==> config.mk <==
export PLATFORM = sky130hd
export DESIGN_NAME = temporal_direct_mv_scaler
export DESIGN_NICKNAME = d
export VERILOG_FILES = /design/src/hw/rtl/tdmvs_pkg.sv /design/src/hw/rtl/tdmvs_dist.sv /design/src/hw/rtl/tdmvs_factor.sv /design/src/hw/rtl/tdmvs_scale.sv /design/src/hw/rtl/temporal_direct_mv_scaler.sv
export VERILOG_INCLUDE_DIRS = /design/src /design/src/hw/rtl
export SDC_FILE = /design/constraint.sdc
export NUM_CORES = 2
export LEC_CHECK = 0
export BUFFER_PORTS_ARGS = -buffer_cell sky130_fd_sc_hd__buf_2
export CAP_MARGIN = 20
export CORE_MARGIN = 1
export CORE_UTILIZATION = 30
export CTS_CLUSTER_DIAMETER = 200
export DETAILED_ROUTE_END_ITERATION = 12
export SLEW_MARGIN = 20
export SYNTH_ARGS = -nofsm -noshare
export SYNTH_HDL_FRONTEND = slang
export SYNTH_HIERARCHICAL = 1
export SYNTH_SLANG_ARGS = --single-unit
==> constraint.sdc <==
create_clock -name i_clk -period 14.4 [get_ports i_clk]
set_input_delay 0.72 -clock i_clk [delete_from_list [all_inputs] [get_ports i_clk]]
set_output_delay 0.72 -clock i_clk [all_outputs]
set_load 0.01 [all_outputs]
==> src/hw/rtl/temporal_direct_mv_scaler_defines.svh <==
// Assertion macros for the temporal direct vector scaler.
// Both forms sample on i_clk and are switched off while i_rst_n is low.
`ifndef TEMPORAL_DIRECT_MV_SCALER_DEFINES_SVH
`define TEMPORAL_DIRECT_MV_SCALER_DEFINES_SVH

`ifndef NO_ASSERTIONS

// The consequent must hold in the same cycle as the antecedent.
`define TDMVS_ASSERT_IMPL(lbl, ante, cons) \
    lbl: assert property (@(posedge i_clk) disable iff (!i_rst_n) (ante) |-> (cons)) \
        else $error("same-cycle check failed");

// The consequent must hold in the cycle after the antecedent.
`define TDMVS_ASSERT_NEXT(lbl, ante, cons) \
    lbl: assert property (@(posedge i_clk) disable iff (!i_rst_n) (ante) |=> (cons)) \
        else $error("next-cycle check failed");

`else

`define TDMVS_ASSERT_IMPL(lbl, ante, cons)
`define TDMVS_ASSERT_NEXT(lbl, ante, cons)

`endif

`endif

==> src/hw/rtl/tdmvs_pkg.sv <==
package tdmvs_pkg;

    // Field widths.
    localparam int POC_W   = 32;
    localparam int MV_W    = 16;
    localparam int DIST_W  = 8;
    localparam int TX_W    = 16;
    localparam int PROD_W  = 24;
    localparam int FAC_W   = 11;
    localparam int SPROD_W = 27;

    // Scaling constants.
    localparam int TX_NUM   = 16384;
    localparam int DIST_MIN = -128;
    localparam int DIST_MAX = 127;
    localparam int FAC_MIN  = -1024;
    localparam int FAC_MAX  = 1023;
    localparam int FAC_RND  = 32;
    localparam int FAC_SH   = 6;
    localparam int MV_RND   = 128;
    localparam int MV_SH    = 8;

    // Stream payload widths.
    localparam int IN_DATA_W  = 3 * POC_W + 2 * MV_W;
    localparam int IN_USER_W  = 2;
    localparam int OUT_DATA_W = 4 * MV_W;

    // Per-item side information that rides along the pipeline.
    typedef struct packed {
        logic                    intra;
        logic                    copy;
        logic signed [MV_W-1:0]  mvx;
        logic signed [MV_W-1:0]  mvy;
    } t_side;

    // Status of the item held in the output register.
    typedef struct packed {
        logic intra;
        logic copy;
    } t_stat;

endpackage

==> src/hw/rtl/tdmvs_dist.sv <==
module tdmvs_dist
    import tdmvs_pkg::*;
(
    input  logic                     i_clk,
    input  logic                     i_rst_n,
    input  logic                     i_en,
    input  logic                     i_vld,
    input  logic signed [POC_W-1:0]  i_cur_poc,
    input  logic signed [POC_W-1:0]  i_col_pic_poc,
    input  logic signed [POC_W-1:0]  i_ref0_poc,
    input  logic                     i_ref0_long_term,
    input  logic                     i_col_has_ref,
    input  logic signed [MV_W-1:0]   i_col_mvx,
    input  logic signed [MV_W-1:0]   i_col_mvy,
    output logic                     o_vld,
    output logic signed [DIST_W-1:0] o_tb,
    output logic signed [DIST_W-1:0] o_td,
    output t_side                    o_side
);

    logic signed [POC_W:0]    w_db;
    logic signed [POC_W:0]    w_dd;
    logic signed [DIST_W-1:0] n_tb;
    logic signed [DIST_W-1:0] n_td;
    t_side                    n_side;
    logic                     r_vld;
    logic signed [DIST_W-1:0] r_tb;
    logic signed [DIST_W-1:0] r_td;
    t_side                    r_side;

    // Exact distances, one bit wider than the counts so nothing overflows.
    assign w_db = {i_cur_poc[POC_W-1], i_cur_poc} - {i_ref0_poc[POC_W-1], i_ref0_poc};
    assign w_dd = {i_col_pic_poc[POC_W-1], i_col_pic_poc} - {i_ref0_poc[POC_W-1], i_ref0_poc};

    // Saturate both distances to the signed byte range.
    always_comb begin
        if (w_db > DIST_MAX) begin
            n_tb = DIST_W'(DIST_MAX);
        end else if (w_db < DIST_MIN) begin
            n_tb = DIST_W'(DIST_MIN);
        end else begin
            n_tb = DIST_W'(w_db);
        end
        if (w_dd > DIST_MAX) begin
            n_td = DIST_W'(DIST_MAX);
        end else if (w_dd < DIST_MIN) begin
            n_td = DIST_W'(DIST_MIN);
        end else begin
            n_td = DIST_W'(w_dd);
        end
    end

    // Classify the block: intra, plain copy, or scaled.
    always_comb begin
        n_side.intra = !i_col_has_ref;
        n_side.copy  = i_ref0_long_term || (i_col_pic_poc == i_ref0_poc);
        n_side.mvx   = i_col_mvx;
        n_side.mvy   = i_col_mvy;
    end

    always_ff @(posedge i_clk) begin
        if (!i_rst_n) begin
            r_vld <= 1'b0;
        end else if (i_en) begin
            r_vld <= i_vld;
        end
    end

    always_ff @(posedge i_clk) begin
        if (i_en) begin
            r_tb   <= n_tb;
            r_td   <= n_td;
            r_side <= n_side;
        end
    end

    assign o_vld  = r_vld;
    assign o_tb   = r_tb;
    assign o_td   = r_td;
    assign o_side = r_side;

endmodule

==> src/hw/rtl/tdmvs_factor.sv <==
module tdmvs_factor
    import tdmvs_pkg::*;
(
    input  logic                     i_clk,
    input  logic                     i_rst_n,
    input  logic                     i_en,
    input  logic                     i_vld,
    input  logic signed [DIST_W-1:0] i_tb,
    input  logic signed [DIST_W-1:0] i_td,
    input  t_side                    i_side,
    output logic                     o_vld,
    output logic signed [FAC_W-1:0]  o_fac,
    output t_side                    o_side
);

    localparam int ROM_N = 2 ** DIST_W;

    logic signed [TX_W-1:0]   w_tx_rom [ROM_N];
    logic [DIST_W-1:0]        w_idx;
    logic signed [PROD_W-1:0] w_rnd;
    logic [2:0]               r_vld;
    logic signed [TX_W-1:0]   r_tx;
    logic signed [DIST_W-1:0] r_tb;
    logic signed [PROD_W-1:0] r_prod;
    logic signed [FAC_W-1:0]  r_fac;
    t_side                    r_side2;
    t_side                    r_side3;
    t_side                    r_side4;
    logic signed [FAC_W-1:0]  n_fac;

    // Reciprocal table indexed by the offset-binary distance; entry for zero is unused.
    for (genvar g = 0; g < ROM_N; g++) begin : g_rom
        localparam int TD   = g + DIST_MIN;
        localparam int HALF = (TD < 0) ? (-TD) / 2 : TD / 2;
        localparam int DIV  = (TD == 0) ? 1 : TD;
        localparam int TX   = (TD == 0) ? 0 : (TX_NUM + HALF) / DIV;
        assign w_tx_rom[g] = TX_W'(TX);
    end

    assign w_idx = {~i_td[DIST_W-1], i_td[DIST_W-2:0]};

    // Stage 2: table lookup.
    always_ff @(posedge i_clk) begin
        if (i_en) begin
            r_tx    <= w_tx_rom[w_idx];
            r_tb    <= i_tb;
            r_side2 <= i_side;
        end
    end

    // Stage 3: distance times reciprocal, both widened to the product width first.
    always_ff @(posedge i_clk) begin
        if (i_en) begin
            r_prod  <= PROD_W'(r_tb) * PROD_W'(r_tx);
            r_side3 <= r_side2;
        end
    end

    // Stage 4: round, shift and saturate the factor.
    assign w_rnd = (r_prod + PROD_W'(FAC_RND)) >>> FAC_SH;

    always_comb begin
        if (w_rnd > FAC_MAX) begin
            n_fac = FAC_W'(FAC_MAX);
        end else if (w_rnd < FAC_MIN) begin
            n_fac = FAC_W'(FAC_MIN);
        end else begin
            n_fac = FAC_W'(w_rnd);
        end
    end

    always_ff @(posedge i_clk) begin
        if (i_en) begin
            r_fac   <= n_fac;
            r_side4 <= r_side3;
        end
    end

    always_ff @(posedge i_clk) begin
        if (!i_rst_n) begin
            r_vld <= '0;
        end else if (i_en) begin
            r_vld <= {r_vld[1:0], i_vld};
        end
    end

    assign o_vld  = r_vld[2];
    assign o_fac  = r_fac;
    assign o_side = r_side4;

endmodule

==> src/hw/rtl/tdmvs_scale.sv <==
module tdmvs_scale
    import tdmvs_pkg::*;
(
    input  logic                    i_clk,
    input  logic                    i_rst_n,
    input  logic                    i_en,
    input  logic                    i_vld,
    input  logic signed [FAC_W-1:0] i_fac,
    input  t_side                   i_side,
    output logic                    o_vld,
    output logic [MV_W-1:0]         o_l0_mvx,
    output logic [MV_W-1:0]         o_l0_mvy,
    output logic [MV_W-1:0]         o_l1_mvx,
    output logic [MV_W-1:0]         o_l1_mvy,
    output t_stat                   o_stat
);

    logic [1:0]                r_vld;
    logic signed [SPROD_W-1:0] r_px;
    logic signed [SPROD_W-1:0] r_py;
    t_side                     r_side5;
    logic signed [SPROD_W-1:0] w_sx;
    logic signed [SPROD_W-1:0] w_sy;
    logic [MV_W-1:0]           n_l0x;
    logic [MV_W-1:0]           n_l0y;
    logic [MV_W-1:0]           n_l1x;
    logic [MV_W-1:0]           n_l1y;
    logic [MV_W-1:0]           r_l0x;
    logic [MV_W-1:0]           r_l0y;
    logic [MV_W-1:0]           r_l1x;
    logic [MV_W-1:0]           r_l1y;
    t_stat                     r_stat;

    // Stage 5: factor times each vector component, both widened to the product width first.
    always_ff @(posedge i_clk) begin
        if (i_en) begin
            r_px    <= SPROD_W'(i_fac) * SPROD_W'($signed(i_side.mvx));
            r_py    <= SPROD_W'(i_fac) * SPROD_W'($signed(i_side.mvy));
            r_side5 <= i_side;
        end
    end

    // Stage 6: round, wrap and pick the result for the block's mode.
    assign w_sx = (r_px + SPROD_W'(MV_RND)) >>> MV_SH;
    assign w_sy = (r_py + SPROD_W'(MV_RND)) >>> MV_SH;

    always_comb begin
        if (r_side5.intra) begin
            n_l0x = '0;
            n_l0y = '0;
            n_l1x = '0;
            n_l1y = '0;
        end else if (r_side5.copy) begin
            n_l0x = r_side5.mvx;
            n_l0y = r_side5.mvy;
            n_l1x = '0;
            n_l1y = '0;
        end else begin
            n_l0x = w_sx[MV_W-1:0];
            n_l0y = w_sy[MV_W-1:0];
            n_l1x = w_sx[MV_W-1:0] - r_side5.mvx;
            n_l1y = w_sy[MV_W-1:0] - r_side5.mvy;
        end
    end

    always_ff @(posedge i_clk) begin
        if (i_en) begin
            r_l0x        <= n_l0x;
            r_l0y        <= n_l0y;
            r_l1x        <= n_l1x;
            r_l1y        <= n_l1y;
            r_stat.intra <= r_side5.intra;
            r_stat.copy  <= r_side5.copy;
        end
    end

    always_ff @(posedge i_clk) begin
        if (!i_rst_n) begin
            r_vld <= '0;
        end else if (i_en) begin
            r_vld <= {r_vld[0], i_vld};
        end
    end

    assign o_vld    = r_vld[1];
    assign o_l0_mvx = r_l0x;
    assign o_l0_mvy = r_l0y;
    assign o_l1_mvx = r_l1x;
    assign o_l1_mvy = r_l1y;
    assign o_stat   = r_stat;

endmodule

==> src/hw/rtl/temporal_direct_mv_scaler.sv <==
// Channel   Dir  Fields (tdata / tuser, lowest bit first)
// s_axis    in   cur_poc, col_pic_poc, ref0_poc, col_mvx, col_mvy / ref0_long_term, col_has_ref
// m_axis    out  l0_mvx, l0_mvy, l1_mvx, l1_mvy / none
//
// A request passes six register stages, the last of which holds the result for the sink;
// one request can enter every cycle while the pipeline is not stalled. The stages are:
// distance clip, reciprocal table, distance product, factor clip, vector products,
// rounding and mode select.
// The whole pipeline advances together; it stalls only while the output register
// holds a result that the sink has not taken, and then nothing is lost or repeated.
// Reset (i_rst_n low at a clock edge) clears the valid bits of every stage.
`include "temporal_direct_mv_scaler_defines.svh"

module temporal_direct_mv_scaler
    import tdmvs_pkg::*;
(
    input  logic                  i_clk,
    input  logic                  i_rst_n,
    input  logic                  s_axis_tvalid,
    output logic                  s_axis_tready,
    // cur_poc, col_pic_poc, ref0_poc, col_mvx, col_mvy
    input  logic [IN_DATA_W-1:0]  s_axis_tdata,
    // ref0_long_term, col_has_ref
    input  logic [IN_USER_W-1:0]  s_axis_tuser,
    output logic                  m_axis_tvalid,
    input  logic                  m_axis_tready,
    // l0_mvx, l0_mvy, l1_mvx, l1_mvy
    output logic [OUT_DATA_W-1:0] m_axis_tdata
);

    logic                     w_en;
    logic                     w_vld1;
    logic signed [DIST_W-1:0] w_tb;
    logic signed [DIST_W-1:0] w_td;
    t_side                    w_side1;
    logic                     w_vld4;
    logic signed [FAC_W-1:0]  w_fac;
    t_side                    w_side4;
    logic [MV_W-1:0]          w_l0x;
    logic [MV_W-1:0]          w_l0y;
    logic [MV_W-1:0]          w_l1x;
    logic [MV_W-1:0]          w_l1y;
    t_stat                    w_stat;

    // Advance when the output register is empty or being emptied.
    assign w_en          = !m_axis_tvalid || m_axis_tready;
    assign s_axis_tready = w_en;

    tdmvs_dist u_dist (
        .i_clk            (i_clk),
        .i_rst_n          (i_rst_n),
        .i_en             (w_en),
        .i_vld            (s_axis_tvalid),
        .i_cur_poc        (s_axis_tdata[POC_W-1:0]),
        .i_col_pic_poc    (s_axis_tdata[2*POC_W-1:POC_W]),
        .i_ref0_poc       (s_axis_tdata[3*POC_W-1:2*POC_W]),
        .i_ref0_long_term (s_axis_tuser[0]),
        .i_col_has_ref    (s_axis_tuser[1]),
        .i_col_mvx        (s_axis_tdata[3*POC_W+MV_W-1:3*POC_W]),
        .i_col_mvy        (s_axis_tdata[3*POC_W+2*MV_W-1:3*POC_W+MV_W]),
        .o_vld            (w_vld1),
        .o_tb             (w_tb),
        .o_td             (w_td),
        .o_side           (w_side1)
    );

    tdmvs_factor u_factor (
        .i_clk   (i_clk),
        .i_rst_n (i_rst_n),
        .i_en    (w_en),
        .i_vld   (w_vld1),
        .i_tb    (w_tb),
        .i_td    (w_td),
        .i_side  (w_side1),
        .o_vld   (w_vld4),
        .o_fac   (w_fac),
        .o_side  (w_side4)
    );

    tdmvs_scale u_scale (
        .i_clk    (i_clk),
        .i_rst_n  (i_rst_n),
        .i_en     (w_en),
        .i_vld    (w_vld4),
        .i_fac    (w_fac),
        .i_side   (w_side4),
        .o_vld    (m_axis_tvalid),
        .o_l0_mvx (w_l0x),
        .o_l0_mvy (w_l0y),
        .o_l1_mvx (w_l1x),
        .o_l1_mvy (w_l1y),
        .o_stat   (w_stat)
    );

    assign m_axis_tdata = {w_l1y, w_l1x, w_l0y, w_l0x};

    // An intra block gives an all-zero result.
    `TDMVS_ASSERT_IMPL(a_intra_zero, m_axis_tvalid && w_stat.intra, m_axis_tdata == '0)

    // A copied vector has a zero list-1 vector.
    `TDMVS_ASSERT_IMPL(a_copy_l1_zero, m_axis_tvalid && w_stat.copy, m_axis_tdata[4*MV_W-1:2*MV_W] == '0)

    // With nothing waiting at the output the block must take a new request.
    `TDMVS_ASSERT_IMPL(a_ready_when_empty, !m_axis_tvalid, s_axis_tready)

    // A result the sink did not take is still offered in the next cycle.
    `TDMVS_ASSERT_NEXT(a_hold_result, m_axis_tvalid && !m_axis_tready, m_axis_tvalid)

endmodule

==> flow_metrics.env <==
export IMPL_cts_buffers_inserted=41
export IMPL_port_buffers=199
export IMPL_nets=4731
export IMPL_detail_route_wirelength_um=92820
export IMPL_detail_route_antenna_nets=0
export IMPL_crit_family="adder cells"
export IMPL_tritoncts_clock_tree="built"
export IMPL_cts_root_buffer_cell="sky130_fd_sc_hd__clkbuf_16"
export IMPL_status="complete, no violations"
export IMPL_final_min_clock_period_ns=6.010
export IMPL_max_cap_violations=0
export IMPL_unrepaired_setup_endpoints_after_global_routing="no"
export IMPL_drive_gt1_frac=0.09123
export IMPL_syn_area_mm2=0.03686
export IMPL_antenna_found_initial=12
export IMPL_timing_critical_path_buf_inv=3
export IMPL_insertion_delay_ns=0.59
export IMPL_worstSetupStartpointType="flip-flop"
export IMPL_gp_congestion=0.9069
export IMPL_cp_end_kind="flip-flop"
export IMPL_critical_path_cell_chain="inv_1, nor2_1, fa_1, fa_1, fa_1, fa_1, inv_1, fa_1, inv_1, ha_1, o21a_1, o31ai_2, a31oi_1, o21ai_2, o211ai_1, a21oi_1, xnor2_1"
export IMPL_grt_pass1_wl_um=150900
export IMPL_die_x_um=352.5
export IMPL_type_of_the_tightest_min_delay_check="in -> reg"
export IMPL_finalSetupTns_ns=0
export IMPL_design_portCount=200
export IMPL_wl_met3_um=5056
export IMPL_crit_path_top_delay_cell="sky130_fd_sc_hd__edfxtp_1"
export IMPL_synth_net_count=4636
export IMPL_routedWlPerCell_um=16.56
export IMPL_layout_worst_path_cycle_share=0.4174
export IMPL_fp_coreArea_mm2=0.1219
export IMPL_finalSetupViolCount=0
export IMPL_path_common_cell="sky130_fd_sc_hd__fa_1"
export IMPL_critical_path_class="reg -> reg"
export IMPL_cts_num_sinks=344
export IMPL_initialDrtViolationCount=1849
export IMPL_place_area_mm2=0.03942
export IMPL_max_stage_delay_ns=0.61
export IMPL_timing_worst_slew_pin_value_ns=0.9938
export IMPL_route_vias_total=27680
export IMPL_relSlewSlack=0.3375
export IMPL_count_of_fill_cells_added_during_filler_insertion=12480
export IMPL_cts_reportedPaths_clkPinSlew_ns=0.06
export IMPL_clock_fmax_mhz=166.4
export IMPL_drc=0
export IMPL_cp_data_required_time_ns=14.73
export IMPL_ys_warnings_count=6
export IMPL_post_cts_resized_instances=0
export IMPL_standard_cell_row_count=128
export IMPL_detail_route_vias_per_cell=4.940
export IMPL_clock_skew_ns=0.02742
export IMPL_htreeDepth=2
export IMPL_mostFrequentLayoutCells="sky130_fd_sc_hd__inv_1 (593), sky130_fd_sc_hd__fa_1 (392), sky130_fd_sc_hd__nand2_1 (360), sky130_fd_sc_hd__edfxtp_1 (338), sky130_fd_sc_hd__ha_1 (255)"
export IMPL_worst_ep_arrival_time_ns=6.34
export IMPL_mostFrequentLayoutCell="sky130_fd_sc_hd__inv_1"
export IMPL_drv_slew=0
export IMPL_detail_route_wirelength_met1_um=41020
export IMPL_synthesis_area_per_instance_um2=9.562
export IMPL_critPathMaxFanout=17
export IMPL_chipHeight_um=352.5
export IMPL_global_route_usage_total=0.1497
export IMPL_cts_hold_repair_buffers=0
export IMPL_globalRoute_totalOverflow=0
export IMPL_floorplan_die_area_mm2=0.1243
export IMPL_routed_wl_met2_um=44140
export IMPL_clock_tree_buffer_depth=3
export IMPL_syn_to_final_growth_pct=10.87
export IMPL_final_core_area_utilization=0.3353
export IMPL_number_of_global_route_vias_before_repair=27730
export IMPL_antenna_cells=0
export IMPL_top_layer_used="met5"
export IMPL_drt_pass1_iterations=6
export IMPL_floorplan_initialDensity=0.3024
export IMPL_stdcell_area_mm2=0.04087
export IMPL_grt_start_max_net_pins=81
export IMPL_cts_repair_timing_setup_buffer_count=0
export IMPL_r2r_setup_slack_ns=8.39
export IMPL_dpl_hpwl_um=71660
export IMPL_hold_violations=0
export IMPL_postSynthCellCount=3855
-- through the flow --
step | hold slack (ns) | setup slack (ns) | std cells
after detailed placement | 0.4045 | 8.369 | 5532
after CTS | 0.2572 | 8.342 | 5604
after floorplan | 0.4003 | 4.434 | 3855
after global routing | 0.2724 | 7.935 | 5604
after global placement | 0.4028 | 8.418 | 5530
final | 0.3012 | 8.390 | 5604
-- state kept, by name (all words and copies together), names as in the netlist, 17 cells and up --
name	count
u_scale/r_py	17
u_factor/r_prod	19
u_factor/r_side3	34
u_dist/o_side	34
u_factor/r_side2	34
u_scale/r_side5	34
u_factor/o_side	34
u_scale/r_px	17
-- worst reg2reg max path, cell delays in order, from the launching register on --
cell and delay (ns):
sky130_fd_sc_hd__edfxtp_1 0.61, sky130_fd_sc_hd__inv_1 0.62, sky130_fd_sc_hd__nor2_1 0.14, sky130_fd_sc_hd__fa_1 0.53, sky130_fd_sc_hd__fa_1 0.52, sky130_fd_sc_hd__fa_1 0.52
sky130_fd_sc_hd__fa_1 0.55, sky130_fd_sc_hd__inv_1 0.05, sky130_fd_sc_hd__fa_1 0.52, sky130_fd_sc_hd__inv_1 0.04, sky130_fd_sc_hd__ha_1 0.32, sky130_fd_sc_hd__o21a_1 0.15
sky130_fd_sc_hd__o31ai_2 0.07, sky130_fd_sc_hd__a31oi_1 0.44, sky130_fd_sc_hd__o21ai_2 0.16, sky130_fd_sc_hd__o211ai_1 0.27, sky130_fd_sc_hd__a21oi_1 0.12, sky130_fd_sc_hd__xnor2_1 0.13
-- final cells by class --
type | count | area [um2] | share of cell area
multi-input combinational | 2737 | 23620 | 0.5780
sequential | 344 | 10270 | 0.2513
inverter | 595 | 2233 | 0.05465
tap | 1625 | 2033 | 0.04975
timing repair buffer | 231 | 1264 | 0.03092
clock buffer | 45 | 1062 | 0.02599
clock inverter | 27 | 381.6 | 0.009338
-- worst paths after layout --
kind                              end           startpoint  cells past startpoint
setup / recovery     u_scale/r_px[23]   u_factor/o_fac[10]                     17
hold / removal       u_dist/o_side[8]    s_axis_tdata[120]                      1
setup reg to reg     u_scale/r_px[23]   u_factor/o_fac[10]                     17
hold reg to reg   u_factor/r_side3[9]  u_factor/r_side2[9]                      0
-- metal layers --
metal  up-vias  GRT usage
met5         -          0
met4        12    0.04478
met3       170    0.01904
met2       816     0.2520
met1     13500     0.2000
li1      13190          -
Power is not shown: default switching activity piles up to over one toggle a cycle in this logic, so the estimate is an artifact.
